===== src/sv/crc12_mod3_frame_digest_unit_assert.svh =====
// ---------------------------------------------------------------------------
// Assertion macros for the frame digest unit
// Clocked on clk_i, disabled while rst_ni is low.
// ---------------------------------------------------------------------------
`ifndef CRC12_MOD3_FRAME_DIGEST_UNIT_ASSERT_SVH
`define CRC12_MOD3_FRAME_DIGEST_UNIT_ASSERT_SVH

// same-cycle implication
`define CMFD_ASSERT_NOW(lbl, ante, cons, msg) \
  lbl: assert property (@(posedge clk_i) disable iff (!rst_ni) (ante) |-> (cons)) \
    else $error(msg);

// next-cycle implication
`define CMFD_ASSERT_NEXT(lbl, ante, cons, msg) \
  lbl: assert property (@(posedge clk_i) disable iff (!rst_ni) (ante) |=> (cons)) \
    else $error(msg);

`endif


===== src/sv/cmfd_pkg.sv =====
// ---------------------------------------------------------------------------
// cmfd_pkg
// Widths, constants and byte-wide CRC-12 and modulo-3 helpers.
// ---------------------------------------------------------------------------
package cmfd_pkg;

  localparam int unsigned ByteW    = 8;
  localparam int unsigned CrcW     = 12;
  localparam int unsigned ResW     = 2;
  localparam int unsigned Modulus  = 3;
  localparam logic [CrcW-1:0] CrcPoly = 12'h80F;

  function automatic logic [CrcW-1:0] crc_byte(input logic [CrcW-1:0] crc,
                                               input logic [ByteW-1:0] b);
    logic [CrcW-1:0] c;
    logic            fb;
    c = crc;
    for (int k = ByteW - 1; k >= 0; k--) begin
      fb = b[k] ^ c[CrcW-1];
      c  = {c[CrcW-2:0], 1'b0};
      if (fb) begin
        c = c ^ CrcPoly;
      end
    end
    return c;
  endfunction

  // fold base-4 digits: 4 is congruent to 1 mod 3
  function automatic logic [ResW-1:0] mod3_byte(input logic [ByteW-1:0] b);
    logic [3:0] s;
    logic [2:0] t;
    s = 4'(b[7:6]) + 4'(b[5:4]) + 4'(b[3:2]) + 4'(b[1:0]);
    t = 3'(s[3:2]) + 3'(s[1:0]);
    if (t >= 3'(2 * Modulus)) begin
      t = t - 3'(2 * Modulus);
    end else if (t >= 3'(Modulus)) begin
      t = t - 3'(Modulus);
    end
    return t[ResW-1:0];
  endfunction

  function automatic logic [ResW-1:0] add_mod3(input logic [ResW-1:0] a,
                                               input logic [ResW-1:0] b);
    logic [ResW:0] s;
    s = {1'b0, a} + {1'b0, b};
    if (s >= 3'(Modulus)) begin
      s = s - 3'(Modulus);
    end
    return s[ResW-1:0];
  endfunction

endpackage


===== src/sv/cmfd_in_if.sv =====
// ---------------------------------------------------------------------------
// cmfd_in_if
// Byte channel: valid/ready handshake with byte and frame markers.
// ---------------------------------------------------------------------------
interface cmfd_in_if import cmfd_pkg::*; ();
  logic             valid;
  logic             ready;
  logic [ByteW-1:0] data_byte;
  logic             frame_last;
  logic             stream_last;

  modport source (output valid, data_byte, frame_last, stream_last, input ready);
  modport sink   (input valid, data_byte, frame_last, stream_last, output ready);
endinterface


===== src/sv/cmfd_out_if.sv =====
// ---------------------------------------------------------------------------
// cmfd_out_if
// Result channel: valid/ready handshake with frame and digest values.
// ---------------------------------------------------------------------------
interface cmfd_out_if import cmfd_pkg::*; ();
  logic            valid;
  logic            ready;
  logic [CrcW-1:0] frame_crc;
  logic [ResW-1:0] frame_residue;
  logic [CrcW-1:0] digest_crc;
  logic [ResW-1:0] digest_residue;
  logic            stream_done;

  modport source (output valid, frame_crc, frame_residue, digest_crc, digest_residue,
                  stream_done, input ready);
  modport sink   (input valid, frame_crc, frame_residue, digest_crc, digest_residue,
                  stream_done, output ready);
endinterface


===== src/sv/crc12_mod3_frame_digest_unit.sv =====
// A frame's last byte enters the input register, then its result the output register.
// Throughput: one byte per cycle but for the hold below, set by the byte-wide CRC-12
// update that sits between the input register and the result register.
// A result waiting in the output register holds a frame's last byte in the input
// register until the result is taken; other bytes keep transferring.
// Reset clears the frame and digest accumulators and both valid flags.
// ---------------------------------------------------------------------------
// crc12_mod3_frame_digest_unit
// Per-frame CRC-12 and modulo-3 residue with a running stream digest.
// ---------------------------------------------------------------------------
`include "crc12_mod3_frame_digest_unit_assert.svh"

module crc12_mod3_frame_digest_unit import cmfd_pkg::*; (
  input  logic              clk_i,
  input  logic              rst_ni,
  cmfd_in_if.sink           byte_i,
  cmfd_out_if.source        result_o
);

  logic             s1_vld_q;
  logic [ByteW-1:0] s1_byte_q;
  logic             s1_flast_q;
  logic             s1_slast_q;

  logic [CrcW-1:0]  frm_crc_q, frm_crc_d, frm_crc_nx;
  logic [ResW-1:0]  frm_res_q, frm_res_d, frm_res_nx;
  logic [CrcW-1:0]  dig_crc_q, dig_crc_d, dig_crc_nx;
  logic [ResW-1:0]  dig_res_q, dig_res_d, dig_res_nx;

  logic             o_vld_q, o_vld_d;
  logic [CrcW-1:0]  o_fcrc_q;
  logic [ResW-1:0]  o_fres_q;
  logic [CrcW-1:0]  o_dcrc_q;
  logic [ResW-1:0]  o_dres_q;
  logic             o_done_q;

  logic             out_free;
  logic             s1_adv;
  logic             in_rdy;
  logic             in_xfer;
  logic             res_load;

  assign out_free = !o_vld_q || result_o.ready;
  assign s1_adv   = s1_vld_q && (out_free || !s1_flast_q);
  assign in_rdy   = !s1_vld_q || s1_adv;
  assign in_xfer  = byte_i.valid && in_rdy;
  assign res_load = s1_adv && s1_flast_q;

  assign byte_i.ready = in_rdy;

  always_comb begin
    frm_crc_nx = crc_byte(frm_crc_q, s1_byte_q);
    frm_res_nx = add_mod3(frm_res_q, mod3_byte(s1_byte_q));
    dig_crc_nx = dig_crc_q ^ frm_crc_nx;
    dig_res_nx = add_mod3(dig_res_q, frm_res_nx);

    frm_crc_d = frm_crc_q;
    frm_res_d = frm_res_q;
    dig_crc_d = dig_crc_q;
    dig_res_d = dig_res_q;
    if (s1_adv) begin
      if (s1_flast_q) begin
        frm_crc_d = '0;
        frm_res_d = '0;
        if (s1_slast_q) begin
          dig_crc_d = '0;
          dig_res_d = '0;
        end else begin
          dig_crc_d = dig_crc_nx;
          dig_res_d = dig_res_nx;
        end
      end else begin
        frm_crc_d = frm_crc_nx;
        frm_res_d = frm_res_nx;
      end
    end

    o_vld_d = o_vld_q;
    if (res_load) begin
      o_vld_d = 1'b1;
    end else if (result_o.ready) begin
      o_vld_d = 1'b0;
    end
  end

  always_ff @(posedge clk_i or negedge rst_ni) begin
    if (!rst_ni) begin
      s1_vld_q  <= 1'b0;
      o_vld_q   <= 1'b0;
      frm_crc_q <= '0;
      frm_res_q <= '0;
      dig_crc_q <= '0;
      dig_res_q <= '0;
    end else begin
      if (in_rdy) begin
        s1_vld_q <= byte_i.valid;
      end
      o_vld_q   <= o_vld_d;
      frm_crc_q <= frm_crc_d;
      frm_res_q <= frm_res_d;
      dig_crc_q <= dig_crc_d;
      dig_res_q <= dig_res_d;
    end
  end

  always_ff @(posedge clk_i) begin
    if (in_xfer) begin
      s1_byte_q  <= byte_i.data_byte;
      s1_flast_q <= byte_i.frame_last;
      s1_slast_q <= byte_i.stream_last;
    end
    if (res_load) begin
      o_fcrc_q <= frm_crc_nx;
      o_fres_q <= frm_res_nx;
      o_dcrc_q <= dig_crc_nx;
      o_dres_q <= dig_res_nx;
      o_done_q <= s1_slast_q;
    end
  end

  assign result_o.valid          = o_vld_q;
  assign result_o.frame_crc      = o_fcrc_q;
  assign result_o.frame_residue  = o_fres_q;
  assign result_o.digest_crc     = o_dcrc_q;
  assign result_o.digest_residue = o_dres_q;
  assign result_o.stream_done    = o_done_q;

  `CMFD_ASSERT_NOW(a_res_range, o_vld_q,
                   o_fres_q != 2'd3 && o_dres_q != 2'd3, "residue out of range")
  `CMFD_ASSERT_NEXT(a_res_load, res_load, o_vld_q, "frame end lost its result")
  `CMFD_ASSERT_NEXT(a_frm_clear, res_load,
                    frm_crc_q == '0 && frm_res_q == '0, "frame state not cleared")
  `CMFD_ASSERT_NEXT(a_dig_clear, res_load && s1_slast_q,
                    dig_crc_q == '0 && dig_res_q == '0, "digest not cleared")

endmodule


===== src/flat_wrapper.sv =====
// flat-port wrapper written by rule: the top's interface ports become plain ports
module crc12_mod3_frame_digest_unit_flat import cmfd_pkg::*;
  (clk_i, rst_ni, byte_i_valid, byte_i_data_byte, byte_i_frame_last, byte_i_stream_last, byte_i_ready, result_o_valid, result_o_frame_crc, result_o_frame_residue, result_o_digest_crc, result_o_digest_residue, result_o_stream_done, result_o_ready);
  cmfd_in_if byte_i_i ();
  cmfd_out_if result_o_i ();
  input  logic clk_i;
  input  logic rst_ni;
  input wire logic [$bits(byte_i_i.valid)-1:0] byte_i_valid;
  input wire logic [$bits(byte_i_i.data_byte)-1:0] byte_i_data_byte;
  input wire logic [$bits(byte_i_i.frame_last)-1:0] byte_i_frame_last;
  input wire logic [$bits(byte_i_i.stream_last)-1:0] byte_i_stream_last;
  output wire logic [$bits(byte_i_i.ready)-1:0] byte_i_ready;
  output wire logic [$bits(result_o_i.valid)-1:0] result_o_valid;
  output wire logic [$bits(result_o_i.frame_crc)-1:0] result_o_frame_crc;
  output wire logic [$bits(result_o_i.frame_residue)-1:0] result_o_frame_residue;
  output wire logic [$bits(result_o_i.digest_crc)-1:0] result_o_digest_crc;
  output wire logic [$bits(result_o_i.digest_residue)-1:0] result_o_digest_residue;
  output wire logic [$bits(result_o_i.stream_done)-1:0] result_o_stream_done;
  input wire logic [$bits(result_o_i.ready)-1:0] result_o_ready;
  assign byte_i_i.valid = byte_i_valid;
  assign byte_i_i.data_byte = byte_i_data_byte;
  assign byte_i_i.frame_last = byte_i_frame_last;
  assign byte_i_i.stream_last = byte_i_stream_last;
  assign byte_i_ready = byte_i_i.ready;
  assign result_o_valid = result_o_i.valid;
  assign result_o_frame_crc = result_o_i.frame_crc;
  assign result_o_frame_residue = result_o_i.frame_residue;
  assign result_o_digest_crc = result_o_i.digest_crc;
  assign result_o_digest_residue = result_o_i.digest_residue;
  assign result_o_stream_done = result_o_i.stream_done;
  assign result_o_i.ready = result_o_ready;
  crc12_mod3_frame_digest_unit u_core (.clk_i(clk_i), .rst_ni(rst_ni), .byte_i(byte_i_i), .result_o(result_o_i));
endmodule

===== config.mk =====
export PLATFORM = sky130hd
export DESIGN_NAME = crc12_mod3_frame_digest_unit_flat
export DESIGN_NICKNAME = d
export VERILOG_FILES = /design/src/sv/cmfd_pkg.sv /design/src/sv/cmfd_in_if.sv /design/src/sv/cmfd_out_if.sv /design/src/sv/crc12_mod3_frame_digest_unit.sv /design/src/flat_wrapper.sv
export VERILOG_INCLUDE_DIRS = /design/src /design/src/sv
export SDC_FILE = /design/constraint.sdc
export NUM_CORES = 1
export LEC_CHECK = 0
export CORE_MARGIN = 2
export CORE_UTILIZATION = 51
export CTS_CLUSTER_DIAMETER = 100
export DETAILED_ROUTE_END_ITERATION = 6
export DONT_BUFFER_PORTS = 1
export PLACE_DENSITY_LB_ADDON = 0.3
export SKIP_CTS_REPAIR_TIMING = 1
export SYNTH_ARGS = -nofsm -noshare
export SYNTH_HDL_FRONTEND = slang
export SYNTH_SLANG_ARGS = --single-unit

===== constraint.sdc =====
create_clock -name clk_i -period 10.7 [get_ports clk_i]
set_clock_uncertainty 0.2 [all_clocks]
set_input_delay 0.535 -clock clk_i [delete_from_list [all_inputs] [get_ports clk_i]]
set_output_delay 0.535 -clock clk_i [all_outputs]
set_load 0.02 [all_outputs]

==> impl_metrics.toml, run 1 <==
[outcome]
status = "complete, no violations"

[synthesis]
yosysWarningCount = 0
syn_inst = 252
synth_top_area_share_pct = 36.2
syn_area_um2 = 3240
avgSynthCellArea_um2 = 12.9
syn_nets = 282
synth_cell_types = 37
synth_area_leaders = "edfxtp_1, dfrtp_1, xnor2_1"
synth.largest_area_cell = "edfxtp_1"
synth-seq-cells = 69
ys_seq_area_share_pct = 59.3

[critical_path]
regToRegSetupSlack_ns = 3.26
path_max_fanout = 6
critPathBufInv = 4
crit_type = "register to register"
crit_slowest_cell = "fa_1"
rr_startpoint = "u_core.s1_byte_q[4]$_DFFE_PP_"
start_kind = "register"
max_stage_delay_ns = 0.61
path_depth = 26
reg2reg_depth = 26
path_delay_family = "adder cells"
r2r_end = "u_core.dig_res_q[0]$_DFFE_PN0P_"
crit_path_end = "u_core.dig_res_q[0]$_DFFE_PN0P_"
critPathLaunch = "u_core.s1_byte_q[4]$_DFFE_PP_"
critical_path_required_ns = 10.79
path_common_cell = "ha_1"
cp-end-kind = "register"
crit_arrival_ns = 7.53

[die]
ios = 45
dieWidth_um = 83.7
fp.dieH_um = 83.7
dieArea_um2 = 7000
coreArea_um2 = 6240
start_util_pct = 51.9
core.rowCount = 29

[timing]
finalSetupViolCount = 0
finalCriticalPeriod_ns = 7.44
finalHoldViolCount = 0
fmax_ghz = 0.134
fin_setup_tns_ns = 0
maxSlewHeadroom_pct = 20.8
rsz0062_at_grt = "no"
worst_slew_pin_slew_ns = 1.19
fin_crit_sh_pct = 69.5
finalMaxSlewViolations = 0

[routing]
drcViolationCount = 0
routed_wl_mm = 5.50
avgViaCountPerCell = 5.43
antenna_left = 0
wl_per_cell_um = 16.0
firstDrtPassIters = 4
drt-initial-drc-count = 121
vias = 1862

[finish]
final_common_cell = "edfxtp_1"
area_growth_pct = 10.0
fin_nets = 291
final_cell_mix = "edfxtp_1, dfrtp_1, inv_1, nand2_1, xnor2_1"
nFillCells = 512
drive_above_1_share_pct = 10.9
antenna_cells = 0

[place]
port_buffers = 0
place.gp.congestion = 0.710
dp_hpwl_mm = 3.78

[global_route]
grtUsageTotal_pct = 17.0
grt_pass1_vias = 1879
antenna_found_initial = 0
grt_max_degree = 31
grt_first_pass_wirelength_mm = 9.07
grt_remaining_overflow = 0

[worst_hold_path]
hold_path_class = "primary input to register"
holdPathStages = 0

[job]
drv_cap = 0

[cts]
cts.sinks = 69
htree_levels = 3
clk_path_buf_depth = 2
cts-root-buf = "clkbuf_8"
clk_latency_ns = 0.35
cts_tree = "built"
clk_pin_slew_ns = 0.07
cts_made_buffers = 9
==> metrics by stage <==
stage	area, um2	setup slack (ns)	util [%]	hold WS [ns]	cells
3_5_place_dp	3320	3.33	53.3	0.0408	325
5_1_grt	3560	2.92	57.1	0.0647	343
6_report	3560	3.26	57.1	0.0829	343
3_3_place_gp	3320	3.56	53.3	0.0407	325
2_1_floorplan	3240	3.84	-	0.0394	252
4_1_cts	3530	3.25	56.6	-0.339	341
==> Yosys cell counts <==
cell / count
a211oi_1: 1
a21o_1: 1
a21oi_1: 10
a221o_1: 1
a22o_1: 5
a22oi_1: 1
and2_1: 1
buf_1: 1
clkbuf_1: 4
dfrtp_1: 30
edfxtp_1: 39
fa_1: 7
ha_1: 9
inv_1: 24
inv_2: 2
mux2i_1: 2
nand2_1: 24
nand2b_1: 3
nand3_1: 1
nand3b_1: 1
nand4b_1: 1
nor2_1: 8
nor3_1: 10
nor3b_1: 2
o211ai_1: 2
o21a_1: 3
o21ai_0: 17
o21ai_1: 3
o21bai_1: 1
o31ai_1: 2
or3_1: 2
xnor2_1: 19
xnor2_2: 7
xnor2_4: 1
xnor3_1: 1
xnor3_2: 1
xor2_1: 5
==> state kept, by name (all words and copies together), names as in the netlist, 2 cells and up <==
register and count:
u_core.dig_crc_q 12, u_core.dig_res_q 2, u_core.frm_crc_q 12, u_core.frm_res_q 2, u_core.result_o.digest_crc 12, u_core.result_o.digest_residue 2, u_core.result_o.frame_crc 12, u_core.result_o.frame_residue 2
u_core.s1_byte_q 8
==> worst min-delay path by stage <==
stage                                                 end           startpoint  slack, ns
after floorplan           u_core.dig_crc_q[0]$_DFFE_PN0P_               rst_ni       0.04
after global placement    u_core.dig_crc_q[7]$_DFFE_PN0P_               rst_ni       0.04
after detailed placement  u_core.frm_crc_q[4]$_DFFE_PN0P_               rst_ni       0.04
after CTS                 u_core.frm_crc_q[4]$_DFFE_PN0P_               rst_ni      -0.34
after global routing          u_core.s1_slast_q$_DFFE_PP_   byte_i_stream_last       0.06
final                       u_core.s1_byte_q[7]$_DFFE_PP_  byte_i_data_byte[7]       0.08
==> routing by layer <==
layer  vias to the layer above  part of all wire (%)  GRT usage (%)  routed length, um
li1                        886                     -              -                  -
met1                       915                    46           21.7               2550
met2                        50                    48           27.4               2650
met3                        11                   3.7           4.75                203
met4                         0                   1.7           7.04                 93
met5                         -                     0              0                  0
==> cell families after synthesis <==
group	synth area share [%]
flops	59.3
simple gates	7.53
compound gates	8.84
xor+xnor	12.3
buf+inv	3.59
fa+ha+maj	7.80
mux	0.618
==> area by class of cell <==
type | instances | area (um2) | area share [%]
Tap cell | 77 | 96.3 | 2.70
Clock inverter | 5 | 58.8 | 1.65
Sequential cell | 69 | 1920 | 53.9
Timing Repair Buffer | 3 | 37.5 | 1.05
Inverter | 26 | 97.6 | 2.74
Clock buffer | 11 | 151 | 4.25
Multi-Input combinational cell | 152 | 1200 | 33.7
Power of run 1 is not shown: default switching activity piles up to over one toggle a cycle in this logic, so the estimate is an artifact.
==> run 2: changes to the inputs <==
Settings changed: ABC_AREA from default to 1.
Clock period 10.7 ns to 6.95 ns, I/O delays scaled along.
==> run 2 against run 1 <==
  * Die area grew 3.5%
  * Sequential cell count is the same
  * Worst hold slack gained 0.17 ns
  * Non-clock buffer count grew 16
==> impl_metrics.toml, run 2 <==
[place]
port_buffers = 0
dp_hpwl_mm = 4.07
place.gp.congestion = 0.824

[synthesis]
synth_common_cells = "nand2_1, inv_1, edfxtp_1"
synth_edf_count = 39
syn_inst = 304
yosys.area_share.simple_pct = 15.2
synth.most_common_cell = "nand2_1"
synthAdderAreaFrac_pct = 7.52
synth_top_family_by_area = "simple AND/OR/NAND/NOR gates"
synth-seq-cells = 69
synth_cell_types = 31
synth_top_area_share_pct = 34.9
synth.largest_area_cell = "edfxtp_1"
synth_area_leaders = "edfxtp_1, dfrtp_1, nand2_1"
synthMuxAreaShare_pct = 0.335
ys_seq_area_share_pct = 57.2
yosysWarningCount = 0
syn_nets = 334
syn_area_um2 = 3360
avgSynthCellArea_um2 = 11.1
synth_async_sr_flop_share_pct = 43.5
synthFlopType = "edfxtp_1"
synth_compound_area_share_pct = 5.88
synth_xor_area_share_pct = 7.37

[die]
dieWidth_um = 85.2
core.rowCount = 29
fp.dieH_um = 85.2
coreArea_um2 = 6350
dieArea_um2 = 7250
start_util_pct = 52.9
ios = 45

[critical_path]
rr_startpoint = "u_core.s1_byte_q[4]$_DFFE_PP_"
reg2reg_depth = 29
crit_arrival_ns = 6.96
cp-end-kind = "register"
path_max_fanout = 5
path_common_cell = "ha_2"
start_kind = "register"
crit_type = "register to register"
crit_slowest_cell = "fa_2"
regToRegSetupSlack_ns = 0.03
max_stage_delay_ns = 0.61
critical_path_required_ns = 6.99
r2r_end = "u_core.dig_res_q[1]$_DFFE_PN0P_"

[timing]
finalSetupViolCount = 0
finalMaxSlewViolations = 0
finalCriticalPeriod_ns = 6.92
fin_crit_sh_pct = 99.6
maxSlewHeadroom_pct = 25.2
worst_slew_pin_slew_ns = 1.12
fmax_ghz = 0.144
rsz0062_at_grt = "yes"
finalHoldViolCount = 0

[routing]
avgViaCountPerCell = 5.10
drcViolationCount = 0
wl_per_cell_um = 14.3
drt-initial-drc-count = 150
routed_wl_mm = 5.92
firstDrtPassIters = 4
vias = 2115
antenna_left = 0

[global_route]
grt_remaining_overflow = 0
grt_max_degree = 32
grt_pass1_vias = 1885
grt_first_pass_wirelength_mm = 9.44
grtUsageTotal_pct = 17.4
antenna_found_initial = 0

[finish]
antenna_cells = 0
area_growth_pct = 17.8
drive_above_1_share_pct = 18.3
final_common_cell = "nand2_1"
fin_nets = 363
final_cell_mix = "nand2_1, inv_1, edfxtp_1, dfrtp_1, xor2_1"
final_util_pct = 62.3

[cts]
htree_levels = 3
cts_tree = "built"
clk_pin_slew_ns = 0.08
cts_made_buffers = 9
clk_latency_ns = 0.35
cts-root-buf = "clkbuf_8"
clk_path_buf_depth = 2
cts.sinks = 69

[job]
drv_cap = 0

[outcome]
status = "complete, no violations"

[worst_hold_path]
hold_path_class = "primary input to async pin"
-- run 2: worst max path at each step --
| stage | start | to | cells after the start |
|---|---|---|---|
| after CTS | u_core.s1_byte_q[4]$_DFFE_PP_ | u_core.dig_res_q[1]$_DFFE_PN0P_ | 28 |
| after detailed placement | u_core.s1_byte_q[4]$_DFFE_PP_ | u_core.dig_res_q[1]$_DFFE_PN0P_ | 27 |
| after floorplan | u_core.s1_byte_q[4]$_DFFE_PP_ | u_core.dig_res_q[1]$_DFFE_PN0P_ | 28 |
| after global routing | u_core.s1_byte_q[4]$_DFFE_PP_ | u_core.dig_res_q[1]$_DFFE_PN0P_ | 28 |
| final | u_core.s1_byte_q[4]$_DFFE_PP_ | u_core.dig_res_q[1]$_DFFE_PN0P_ | 29 |
| after global placement | u_core.s1_byte_q[6]$_DFFE_PP_ | u_core.dig_res_q[1]$_DFFE_PN0P_ | 28 |
-- run 2: layout make-up --
type                       instances  area (um2)
clock buffer                      11         151
clock inverter                     5         106
timing repair buffer              19         188
inverter                          57         214
tap                               77        96.3
sequential                        69        1920
multi-input combinational        177        1280
fill                             477        2390
-- run 2: metrics by stage --
| stage | hold WS, ns | TNS [ns] | setup WS [ns] | instances | area, um2 |
|---|---|---|---|---|---|
| final | 0.251 | 0 | 0.0272 | 415 | 3960 |
| after global routing | 0.249 | -0.780 | -0.280 | 415 | 3960 |
| after CTS | -0.526 | -0.234 | -0.131 | 399 | 3730 |
| after detailed placement | -0.147 | -0.192 | -0.118 | 383 | 3470 |
| after global placement | -0.147 | 0 | 0.160 | 383 | 3470 |
| after floorplan | -0.148 | 0 | 0.201 | 304 | 3360 |
-- run 2: cell families (layout without fill, tap and decap cells) --
logic type                 after synthesis  in the layout
DFF                                     69             69
and+or+nand+nor                        104            104
adders and majority gates               16             16
buffers and inverters                   58             92
xor gates and xnor gates                25             25
AOI/OAI and AO/OA                       31             31
muxes                                    1              1
-- run 2: worst max-delay path: cells and delay by family, from the launching register on --
family                     cells  cell delay [ns]
adders and majority gates     14             4.41
AOI/OAI and AO/OA              4             0.59
DFF                            1             0.41
xor gates and xnor gates       2             0.34
muxes                          1             0.31
buffers and inverters          5             0.30
and+or+nand+nor                3             0.23
-- run 2: layer usage --
layer | GRT usage [%] | wire (um)
met5 | 0 | 0
met3 | 6.81 | 249
met1 | 24.6 | 2770
met4 | 5.77 | 78
met2 | 24.8 | 2820
Power of run 2 is left out for the same reason.
